==> config.mk <==
export PLATFORM = sky130hd
export DESIGN_NAME = peer_table_with_aging_and_eviction_core
export DESIGN_NICKNAME = d
export VERILOG_FILES = /design/src/sv/ptae_pkg.sv /design/src/sv/peer_table_with_aging_and_eviction_core.sv
export VERILOG_INCLUDE_DIRS = /design/src /design/src/sv
export SDC_FILE = /design/constraint.sdc
export NUM_CORES = 2
export LEC_CHECK = 0
export ABC_CLOCK_PERIOD_IN_PS = 47100
export BUFFER_PORTS_ARGS = -buffer_cell sky130_fd_sc_hd__buf_2
export CAP_MARGIN = 10
export CORE_UTILIZATION = 60
export DETAILED_ROUTE_END_ITERATION = 10
export HOLD_SLACK_MARGIN = 0.06
export PLACE_DENSITY = 0.77
export SLEW_MARGIN = 20
export SYNTH_ARGS = -nofsm -noshare
export SYNTH_HDL_FRONTEND = slang
export SYNTH_SLANG_ARGS = --single-unit
==> constraint.sdc <==
create_clock -name clk_i -period 47.1 [get_ports clk_i]
set_input_delay 2.355 -clock clk_i [delete_from_list [all_inputs] [get_ports clk_i]]
set_output_delay 2.355 -clock clk_i [all_outputs]
set_load 0.03 [all_outputs]
==> src/sv/assert_macros.svh <==
// Assertion helpers shared by the RTL.
`ifndef ASSERT_MACROS_SVH
`define ASSERT_MACROS_SVH

// Property that must hold at every clock edge outside reset.
`define AST_ALWAYS(lbl, prop, msg) \
  lbl: assert property (@(posedge clk_i) disable iff (!rst_ni) (prop)) else $error(msg);

// Implication checked at every clock edge outside reset.
`define AST_IMPLY(lbl, ante, cons, msg) \
  lbl: assert property (@(posedge clk_i) disable iff (!rst_ni) (ante) |-> (cons)) \
    else $error(msg);

`endif

==> src/sv/ptae_pkg.sv <==
`default_nettype none
package ptae_pkg;

  localparam int CapacityDef = 16;
  localparam logic [7:0] UnknownSig = 8'h81;  // -127

  typedef enum logic [2:0] {
    OP_HELLO = 3'd0,
    OP_NEAR  = 3'd1,
    OP_PRUNE = 3'd2,
    OP_LOOK  = 3'd3,
    OP_ACK   = 3'd4
  } op_e;

  typedef enum logic [2:0] {
    ST_MERGED  = 3'd0,
    ST_INSERT  = 3'd1,
    ST_EVICTED = 3'd2,
    ST_FOUND   = 3'd3,
    ST_MISS    = 3'd4,
    ST_ACKED   = 3'd5,
    ST_PRUNED  = 3'd6
  } status_e;

  typedef enum logic [3:0] {
    S_IDLE,
    S_SRCH_RD,
    S_SRCH_CHK,
    S_EV_RD,
    S_EV_CHK,
    S_MV_RD,
    S_MV_WR,
    S_INS,
    S_PR_RD,
    S_PR_CHK,
    S_OUT
  } fsm_e;

  typedef struct packed {
    logic [47:0] key;
    logic [31:0] near_t;
    logic [31:0] mesh_t;
    logic [7:0]  near_sig;
    logic [7:0]  mesh_sig;
    logic [31:0] fw;
    logic [7:0]  proto;
    logic [7:0]  ust;
    logic        ack;
  } entry_t;

  function automatic logic [31:0] last_seen(input entry_t e);
    return (e.near_t > e.mesh_t) ? e.near_t : e.mesh_t;
  endfunction

endpackage
`default_nettype wire

==> src/sv/peer_table_with_aging_and_eviction_core.sv <==
// Each entry searched takes one memory read and one compare. A full-table insert
// adds an oldest-entry scan (a read and a compare per entry) and a move (the last
// entry is read and fills the hole). Prune reads and tests each entry, and each
// removal adds a move. One item at a time; the entry memory's single read port sets
// the pace. Reset empties the table and clears the generation counter at once.
`default_nettype none
`include "assert_macros.svh"

module peer_table_with_aging_and_eviction_core
  import ptae_pkg::*;
#(
  parameter int CAPACITY = CapacityDef
) (
  input  wire logic               clk_i,
  input  wire logic               rst_ni,
  input  wire logic               in_valid_i,
  output logic                    in_stall_o,
  input  wire logic [2:0]         op_i,
  input  wire logic [47:0]        peer_addr_i,
  input  wire logic [31:0]        now_ms_i,
  input  wire logic signed [7:0]  signal_dbm_i,
  input  wire logic [31:0]        fw_version_i,
  input  wire logic [7:0]         proto_version_i,
  input  wire logic [7:0]         update_state_i,
  input  wire logic [31:0]        max_age_ms_i,
  output logic                    out_valid_o,
  input  wire logic               out_stall_i,
  output logic [2:0]              status_o,
  output logic [4:0]              entry_count_o,
  output logic [31:0]             change_count_o,
  output logic [4:0]              removed_count_o,
  output logic [47:0]             entry_addr_o,
  output logic [31:0]             entry_fw_o,
  output logic [7:0]              entry_proto_o,
  output logic [7:0]              entry_update_state_o,
  output logic signed [7:0]       entry_near_signal_o,
  output logic signed [7:0]       entry_mesh_signal_o,
  output logic                    entry_acked_o,
  output logic [31:0]             entry_last_seen_o
);

  localparam int IW = $clog2(CAPACITY);
  localparam int CW = $clog2(CAPACITY + 1);
  localparam logic [CW-1:0] CapFull = CW'(CAPACITY);

  // Entry memory, one synchronous read port and one write port
  entry_t mem [CAPACITY];

  fsm_e state_q, state_d;

  // Item payload
  logic [2:0]  op_q;
  logic [47:0] addr_q;
  logic [31:0] now_q, fw_q, age_q;
  logic [7:0]  sig_q, proto_q, ust_q;

  // Control state
  logic [CW-1:0] idx_q, idx_d, fill_q, fill_d, removed_q, removed_d, best_q, best_d;
  logic [31:0]   gen_q, gen_d, best_t_q, best_t_d;
  status_e       status_q, status_d;
  entry_t        rd_q;

  // Output register
  logic          out_valid_q;
  status_e       o_status_q;
  logic [4:0]    o_count_q, o_removed_q;
  logic [31:0]   o_gen_q;
  entry_t        o_entry_q;
  logic [31:0]   o_ls_q;

  // Memory access
  logic          rd_en, wr_en;
  logic [IW-1:0] rd_addr, wr_addr;
  entry_t        wr_data;

  // Scan helpers
  logic [CW-1:0] last_idx;
  logic          scan_end, key_hit, stale, out_free, is_ins;
  logic [31:0]   rd_ls;

  assign last_idx = fill_q - CW'(1);
  assign scan_end = (idx_q >= fill_q);
  assign rd_ls    = last_seen(rd_q);
  assign key_hit  = (rd_q.key == addr_q);
  assign stale    = (rd_ls != 32'd0) && ((now_q - rd_ls) > age_q);
  assign out_free = !out_valid_q || !out_stall_i;
  assign is_ins   = (op_q == OP_HELLO) || (op_q == OP_NEAR);

  // Next state
  always_comb begin
    state_d = state_q;
    case (state_q)
      S_IDLE: begin
        if (in_valid_i) begin
          case (op_i)
            OP_HELLO, OP_NEAR, OP_LOOK, OP_ACK: state_d = S_SRCH_RD;
            OP_PRUNE:                           state_d = S_PR_RD;
            default:                            state_d = S_IDLE;
          endcase
        end
      end
      S_SRCH_RD: begin
        if (!scan_end)            state_d = S_SRCH_CHK;
        else if (!is_ins)         state_d = S_OUT;
        else if (fill_q == CapFull) state_d = S_EV_RD;
        else                      state_d = S_INS;
      end
      S_SRCH_CHK: state_d = key_hit ? S_OUT : S_SRCH_RD;
      S_EV_RD:    state_d = scan_end ? S_MV_RD : S_EV_CHK;
      S_EV_CHK:   state_d = S_EV_RD;
      S_MV_RD:    state_d = S_MV_WR;
      S_MV_WR:    state_d = (op_q == OP_PRUNE) ? S_PR_RD : S_INS;
      S_INS:      state_d = S_OUT;
      S_PR_RD:    state_d = scan_end ? S_OUT : S_PR_CHK;
      S_PR_CHK:   state_d = stale ? S_MV_RD : S_PR_RD;
      S_OUT:      state_d = out_free ? S_IDLE : S_OUT;
      default:    state_d = S_IDLE;
    endcase
  end

  // Datapath and memory control
  always_comb begin
    idx_d     = idx_q;
    fill_d    = fill_q;
    removed_d = removed_q;
    best_d    = best_q;
    best_t_d  = best_t_q;
    gen_d     = gen_q;
    status_d  = status_q;
    rd_en     = 1'b0;
    rd_addr   = idx_q[IW-1:0];
    wr_en     = 1'b0;
    wr_addr   = idx_q[IW-1:0];
    wr_data   = rd_q;
    in_stall_o = (state_q != S_IDLE);
    case (state_q)
      S_IDLE: begin
        idx_d     = '0;
        removed_d = '0;
        status_d  = ST_PRUNED;
      end
      S_SRCH_RD: begin
        rd_en = !scan_end;
        if (scan_end) begin
          if (!is_ins) status_d = ST_MISS;
          else if (fill_q == CapFull) begin
            status_d = ST_EVICTED;
            idx_d    = '0;
          end else status_d = ST_INSERT;
        end
      end
      S_SRCH_CHK: begin
        if (key_hit) begin
          case (op_q)
            OP_HELLO: begin
              status_d = ST_MERGED;
              gen_d    = gen_q + 32'd1;
              wr_en    = 1'b1;
              wr_data.mesh_t = now_q;
              wr_data.ust    = ust_q;
              if (fw_q != 32'd0)      wr_data.fw       = fw_q;
              if (proto_q != 8'd0)    wr_data.proto    = proto_q;
              if (sig_q != UnknownSig) wr_data.mesh_sig = sig_q;
            end
            OP_NEAR: begin
              status_d = ST_MERGED;
              gen_d    = gen_q + 32'd1;
              wr_en    = 1'b1;
              wr_data.near_t = now_q;
              if (sig_q != UnknownSig) wr_data.near_sig = sig_q;
            end
            OP_ACK: begin
              status_d    = ST_ACKED;
              gen_d       = gen_q + 32'd1;
              wr_en       = 1'b1;
              wr_data.ack = 1'b1;
            end
            default: status_d = ST_FOUND;
          endcase
        end else idx_d = idx_q + CW'(1);
      end
      S_EV_RD: begin
        rd_en = !scan_end;
        if (scan_end) idx_d = best_q;
      end
      S_EV_CHK: begin
        // strict compare keeps the lowest slot on ties
        if (idx_q == '0 || rd_ls < best_t_q) begin
          best_d   = idx_q;
          best_t_d = rd_ls;
        end
        idx_d = idx_q + CW'(1);
      end
      S_MV_RD: begin
        rd_en   = 1'b1;
        rd_addr = last_idx[IW-1:0];
      end
      S_MV_WR: begin
        // last entry fills the hole
        wr_en  = (idx_q != last_idx);
        fill_d = last_idx;
        if (op_q == OP_PRUNE) begin
          gen_d     = gen_q + 32'd1;
          removed_d = removed_q + CW'(1);
        end
      end
      S_INS: begin
        wr_en   = 1'b1;
        wr_addr = fill_q[IW-1:0];
        wr_data = '{key: addr_q, near_t: 32'd0, mesh_t: 32'd0, near_sig: UnknownSig,
                    mesh_sig: UnknownSig, fw: 32'd0, proto: 8'd0, ust: 8'd0, ack: 1'b0};
        if (op_q == OP_HELLO) begin
          wr_data.mesh_t   = now_q;
          wr_data.mesh_sig = sig_q;
          wr_data.fw       = fw_q;
          wr_data.proto    = proto_q;
          wr_data.ust      = ust_q;
        end else begin
          wr_data.near_t   = now_q;
          wr_data.near_sig = sig_q;
        end
        fill_d = fill_q + CW'(1);
        gen_d  = gen_q + 32'd1;
      end
      S_PR_RD: rd_en = !scan_end;
      S_PR_CHK: begin
        if (!stale) idx_d = idx_q + CW'(1);
      end
      default: ;
    endcase
  end

  // Memory
  always_ff @(posedge clk_i) begin
    if (wr_en) mem[wr_addr] <= wr_data;
    if (rd_en) rd_q <= mem[rd_addr];
  end

  // Item payload capture
  always_ff @(posedge clk_i) begin
    if (state_q == S_IDLE && in_valid_i) begin
      op_q    <= op_i;
      addr_q  <= peer_addr_i;
      now_q   <= now_ms_i;
      sig_q   <= signal_dbm_i;
      fw_q    <= fw_version_i;
      proto_q <= proto_version_i;
      ust_q   <= update_state_i;
      age_q   <= max_age_ms_i;
    end
  end

  // Control registers
  always_ff @(posedge clk_i or negedge rst_ni) begin
    if (!rst_ni) begin
      state_q   <= S_IDLE;
      idx_q     <= '0;
      fill_q    <= '0;
      removed_q <= '0;
      best_q    <= '0;
      best_t_q  <= '0;
      gen_q     <= '0;
      status_q  <= ST_MERGED;
    end else begin
      state_q   <= state_d;
      idx_q     <= idx_d;
      fill_q    <= fill_d;
      removed_q <= removed_d;
      best_q    <= best_d;
      best_t_q  <= best_t_d;
      gen_q     <= gen_d;
      status_q  <= status_d;
    end
  end

  // Output register
  always_ff @(posedge clk_i or negedge rst_ni) begin
    if (!rst_ni) begin
      out_valid_q <= 1'b0;
    end else if (state_q == S_OUT && out_free) begin
      out_valid_q <= 1'b1;
    end else if (!out_stall_i) begin
      out_valid_q <= 1'b0;
    end
  end

  always_ff @(posedge clk_i) begin
    if (state_q == S_OUT && out_free) begin
      o_status_q  <= status_q;
      o_count_q   <= 5'(fill_q);
      o_gen_q     <= gen_q;
      o_removed_q <= 5'(removed_q);
      o_entry_q   <= (status_q == ST_FOUND) ? rd_q : '0;
      o_ls_q      <= (status_q == ST_FOUND) ? rd_ls : 32'd0;
    end
  end

  assign out_valid_o          = out_valid_q;
  assign status_o             = o_status_q;
  assign entry_count_o        = o_count_q;
  assign change_count_o       = o_gen_q;
  assign removed_count_o      = o_removed_q;
  assign entry_addr_o         = o_entry_q.key;
  assign entry_fw_o           = o_entry_q.fw;
  assign entry_proto_o        = o_entry_q.proto;
  assign entry_update_state_o = o_entry_q.ust;
  assign entry_near_signal_o  = $signed(o_entry_q.near_sig);
  assign entry_mesh_signal_o  = $signed(o_entry_q.mesh_sig);
  assign entry_acked_o        = o_entry_q.ack;
  assign entry_last_seen_o    = o_ls_q;

  // Checks
  `AST_ALWAYS(a_fill_bound, fill_q <= CapFull, "fill count above capacity")
  `AST_IMPLY(a_prune_gen, state_q == S_MV_WR && op_q == OP_PRUNE,
             ##1 gen_q == $past(gen_q) + 32'd1, "prune removal missed generation")
  `AST_IMPLY(a_out_src, $rose(out_valid_q), $past(state_q) == S_OUT,
             "result raised outside output state")
  `AST_IMPLY(a_ins_room, state_q == S_INS, fill_q < CapFull, "insert into full table")

endmodule
`default_nettype wire

# Word level (Yosys, flattened, before mapping)

Memory sizes are Yosys's and may differ from the RTL's. A register that Yosys moved wholly into a read port is not among the register bits.
Cells that the tools add are included.
Widths: inputs -> output; s select.

Bits in registers: 453
Memory bits (writable): 2832
Input bits: 175
Output and inout bits: 192
Logic and storage cells: 163
Memories kept: 1

Add/sub/neg operators: 6
$lt $le $gt $ge: 4
Eq/ne operators: 33
Mux-type cells: 59
Reductions and logical operators: 31

Memory list:

| memory | depth | bits a word | rd ports | clocked after Yosys merged registers in | write ports | line                                          | source |
|---|---|---|---|---|---|---|---|
| mem    | 16    | 177         | 1        | 1                                       | 1           | peer_table_with_aging_and_eviction_core.sv:47 | `entry_t mem [CAPACITY];` |

Operator list:

| operator              | count |
|---|---|
| $mux 32               | 9 |
| $pmux 129 s2          | 1 |
| $mux 129              | 1 |
| $mux 56               | 2 |
| $pmux 32 s3           | 1 |
| $gt 32x32->1          | 2 |
| $reduce_bool 32->1    | 2 |
| $eq 48x48->1          | 1 |
| $mux 48               | 1 |
| $pmux 4 s11           | 1 |
| $mux 8                | 5 |
| $mux 4                | 9 |
| $mux 5                | 7 |
| $add 32x1->32 const B | 1 |
| $lt 32x32->1          | 1 |
| $sub 32x32->32        | 1 |
| $pmux 5 s6            | 1 |
| $ne 2x2->1 const B    | 10 |
| $pmux 5 s2            | 2 |
| $eq 4x3->1 const B    | 4 |
| $add 5x1->5 const B   | 3 |
| $eq 3x2->1 const B    | 4 |
| $eq 4x4->1 const B    | 3 |
| $mux 3                | 4 |
| other kinds (35)      | 57 |

# Logic depth before layout (Yosys ltp)

Word-level depth: 7
Depth in mapped cells: 39
Gate-level depth less buffers: 35

# Worst setup path after synthesis

OpenSTA, ideal clock, no wires.

Path kind: reg2reg
Start: register idx_q[0]
End: register, netlist name rd_q[0]
Library setup time: 0.959 ns
Data arrival time: 14.262 ns
Required time: 46.141 ns
Path slack: 31.879 ns
Stages on the path, launching flop included: 11
Path buffers: 0
Clock period less this slack: 15.221 ns
Cell sequence: dfrtp_1 > inv_1 > ha_1 > nand2b_1 > a21oi_1 > nor2b_1 > o21ai_0 > nand2b_1 > a21oi_1 > a32oi_1 > o21ai_0

Cells in the longest elaborated chain, start to end: 3
Elaborated cells on any way between the ends: 4
Those cells by class: 1 x order compare; 2 x mux; 1 x reduce/logical

RTL lines:

| item                     | line                                                                                                                                           | source |
|---|---|---|
| start: declaration       | peer_table_with_aging_and_eviction_core.sv:58                                                                                                  | `logic [CW-1:0] idx_q, idx_d, fill_q, fill_d, removed_q, removed_d, best_q, best_d;` |
| start signal: assignment | peer_table_with_aging_and_eviction_core.sv:266                                                                                                 | `idx_q <= idx_d;` |
| $ge 5x5->1               | peer_table_with_aging_and_eviction_core.sv:82                                                                                                  | `assign scan_end = (idx_q >= fill_q);` |
| $logic_not 1->1          | peer_table_with_aging_and_eviction_core.sv:143, peer_table_with_aging_and_eviction_core.sv:183, peer_table_with_aging_and_eviction_core.sv:225 |  |
| $pmux 1 s2               | peer_table_with_aging_and_eviction_core.sv:136                                                                                                 | `case (state_q)` |
| net rd_en                | peer_table_with_aging_and_eviction_core.sv:72                                                                                                  | `logic rd_en, wr_en;` |

The timed path passes the listed nets, and every way through them passes these cells.
A chain may end at the register's enable or synchronous reset.

# Worst setup path after layout

Start: register, netlist name rd_q[96]
End: register idx_q[1]

Cells in the longest elaborated chain, start to end: 7
Elaborated cells on any way between the ends: 8
Those cells by class: 1 x add/sub; 2 x order compare; 1 x eq/ne; 1 x mux; 3 x reduce/logical

RTL lines:

| item                                  | line                                          | source |
|---|---|---|
| $gt 32x32->1 (*)                      | ptae_pkg.sv:52                                | `return (e.near_t > e.mesh_t) ? e.near_t : e.mesh_t;` |
| $mux 32 (*)                           | ptae_pkg.sv:52                                |  |
| net rd_ls[0]                          | peer_table_with_aging_and_eviction_core.sv:79 | `logic [31:0] rd_ls;` |
| $sub 32x32->32                        | peer_table_with_aging_and_eviction_core.sv:85 | `assign stale = (rd_ls != 32'd0) && ((now_q - rd_ls) > age_q);` |
| $gt 32x32->1                          | peer_table_with_aging_and_eviction_core.sv:85 |  |
| $logic_and 1x1->1 (*)                 | peer_table_with_aging_and_eviction_core.sv:85 |  |
| $ne 2x2->1 (no source line) (*)       | -                                             |  |
| $reduce_and 7->1 (no source line) (*) | -                                             |  |

The timed path passes the listed nets; every way through them passes the cells marked *.

==> flow_summary.toml <==
[global_routing]
gr-total-overflow = 0
grt_max_degree = 158
antenna_found_initial = 13
grt_first_pass_wirelength_mm = 484
grt_use_total_pct = 29.2
grt_pass1_vias = 71500

[pwr]
peakVddDrop_mv = 0.106
power_mw = 9.79
cellPowerDensity_nw_per_um2 = 64.1
p_leak_nw = 51.5

[cts]
numCtsBuffers = 352
worstSkewPairLatency_ns = 0.98
postCtsHoldBufs = 0
cts_tree = "yes"
cts_root_buffer = "clkbuf_16"
clkTransAtPathRegs_ns = 0.06
htreeDepth = 5
cts-resized-gates = 0
clock-sinks = 3462
postCtsSetupBuffers = 0
clock_path_buffers = 4

[status]
status = "finished clean"

[route]
finalWirelength_mm = 334
via_per_inst = 6.69
drt_first_pass_iters = 8
via_count = 70700
drcViolationCount = 0
ant_nets = 0
routedWlPerCell_microns = 31.6
first_iter_violations = 9199

[timing]
layout_min_cycle_time_ns = 9.07
setup_violations = 0
finalMaxSlewViolations = 0
relSlewSlack_pct = 19.4
timing.fmax_mhz = 110
fin_hold_ws_ns = 0.466
finalClockSkew_ns = 0.0955
hold_viol = 0
finalSetupTns_ns = 0
worst_pin_slew_ns = 1.21
period_share_pct = 19.3
rsz0062_at_grt = "false"

[floorplanning]
die_y_microns = 479
core_sq_um = 225000
initial_core_util_pct = 60.5
ios = 367
die_area_sq_um = 229000
fp-row-count = 174
die_width_microns = 479

[placed_design]
place_area_sq_um = 142000
place_hpwl_mm = 175
io_buffers = 366
post-place-cells = 9948
place.gp.congestion = 0.916

[yosys]
synth_area_leaders = "edfxtp_1 74%, mux4_2 12%, dfrtp_1 1.7%"
synth_nets = 7122
netlist_area_sq_um = 136000
syn_inst = 6813
synth_area_per_cell_sq_um = 20.0
yosysUniqueCellTypes = 77
synthArstFlopShare_pct = 2.66
synth_most_common_cell = "edfxtp_1"
ys_seq_area_share_pct = 75.9
ys_ff_latch = 3462
ys_warn_count = 0
synth_common_cells = "3,370 x edfxtp_1, 708 x mux4_2, 253 x a21oi_1"
netlist.area_leader.share_pct = 74.2
ys.flop_type = "edfxtp_1"
yosysTopAreaCell = "edfxtp_1"
synth-edff-count = 3370

[critical_path]
cp_data_required_time_ns = 47.96
crit_type = "reg2reg"
slowest_stage = "o211ai_1"
reg2regPathDepth = 31
cp_num_buf_inv = 2
r2r_start = "rd_q[96]"
path_max_fanout = 45
critical_path.max_stage_delay_ns = 0.96
cpLargestDelayFamily = "compound AO/OA/AOI/OAI gates"
worst_setup_path_start_kind = "flop"
worst-r2r-setup-slack_ns = 38.03
rr_endpoint = "idx_q[1]"
cp.arrival_ns = 9.93
cp-end-kind = "flop"

[final_layout]
fin_nets = 7623
final_cells = 10600
fin_area_sq_um = 153000
syn2layout_area_growth_pct = 12.1
drive_gt1_share_pct = 22.8

[hold_path]
hold_end = "change_count_o[14]"
hold_path_depth = 0
min_path_type = "reg2reg"
min_from = "gen_q[14]"

[flow_run]
cap_violations = 0
==> power by group <==
part / internal, mW / leakage, nW / switching, mW / total [mW]
Clock: 1.53 / 5.30 / 1.13 / 2.66
Sequential: 4.05 / 31.7 / 0.186 / 4.24
Combinational: 1.12 / 14.5 / 1.78 / 2.89
==> cell usage in the layout, fill, tap and decap left out, types with 15 or more instances in the layout <==
| master | instances |
|---|---|
| edfxtp_1 | 3370 |
| mux4_2 | 708 |
| buf_2 | 365 |
| clkbuf_16 | 359 |
| a21oi_1 | 250 |
| nand2_1 | 227 |
| mux2i_1 | 214 |
| nor2b_1 | 191 |
| a211oi_1 | 183 |
| inv_1 | 149 |
| ha_1 | 133 |
| a22o_1 | 127 |
| and2_1 | 117 |
| nor2_1 | 116 |
| buf_4 | 106 |
| dfrtp_1 | 92 |
| a21o_1 | 81 |
| xor2_1 | 76 |
| clkbuf_1 | 76 |
| clkinv_1 | 74 |
| clkinv_2 | 62 |
| o21ai_0 | 49 |
| xnor2_1 | 46 |
| nand4_1 | 43 |
| nor4_1 | 42 |
| nand3_1 | 37 |
| nor3_1 | 26 |
| bufinv_16 | 25 |
| nor2_4 | 19 |
| buf_12 | 17 |
| nand2b_1 | 15 |
==> metrics by stage <==
step | util, % | setup slack (ns)
floorplan | - | 31.88
global placement | 63.0 | 38.48
detailed placement | 63.0 | 38.30
CTS | 67.8 | 38.22
global route | 67.8 | 37.66
finish | 67.8 | 38.03
==> worst max-delay path by stage <==
stage,startpoint,endpoint,slack (ns),cells after the start
6_report,rd_q[96],idx_q[1],38.03,31
5_1_grt,rd_q[109],idx_q[1],37.66,31
4_1_cts,rd_q[96],idx_q[1],38.22,31
3_5_place_dp,rd_q[96],idx_q[1],38.30,31
3_3_place_gp,rd_q[96],idx_q[1],38.48,31
2_1_floorplan,idx_q[0],rd_q[0],31.88,10
==> layer usage <==
layer  vias to the layer above  share of wire (%)  track usage (%)
met1                     36800                 38             41.6
li1                      28800                  -                -
met4                         8                3.9             11.5
met3                       725                 10             5.07
met5                         -              0.032                0
met2                      4334                 48             45.7
==> area by class of cell <==
class / instances / area [sq um]
Inverter: 149 / 559
Clock inverter: 178 / 1510
Multi-Input combinational cell: 2858 / 31200
Fill cell: 13700 / 72500
Tap cell: 2992 / 3740
Antenna cell: 6 / 15.0
Sequential cell: 3462 / 103000
Clock buffer: 436 / 9280
Timing Repair Buffer: 491 / 3050
==> kinds of logic after synthesis <==
logic type	synth area share (%)
flip-flops	75.9
multiplexers	13.4
XOR/XNOR	0.784
buffers and inverters	1.42
adder cells (fa/ha/maj)	1.26
AO/OA/AOI/OAI	3.98
AND/OR/NAND/NOR	3.28
==> registers in the layout, summed over array words and instances, names as in the netlist, 32 cells and up <==
| name | count |
|---|---|
| mem | 2832 |
| rd_q | 177 |
| addr_q | 48 |
| entry_addr_o | 48 |
| age_q | 32 |
| best_t_q | 32 |
| change_count_o | 32 |
| entry_fw_o | 32 |
| entry_last_seen_o | 32 |
| fw_q | 32 |
| gen_q | 32 |
| now_q | 32 |
(Power assumes the default switching activity.)
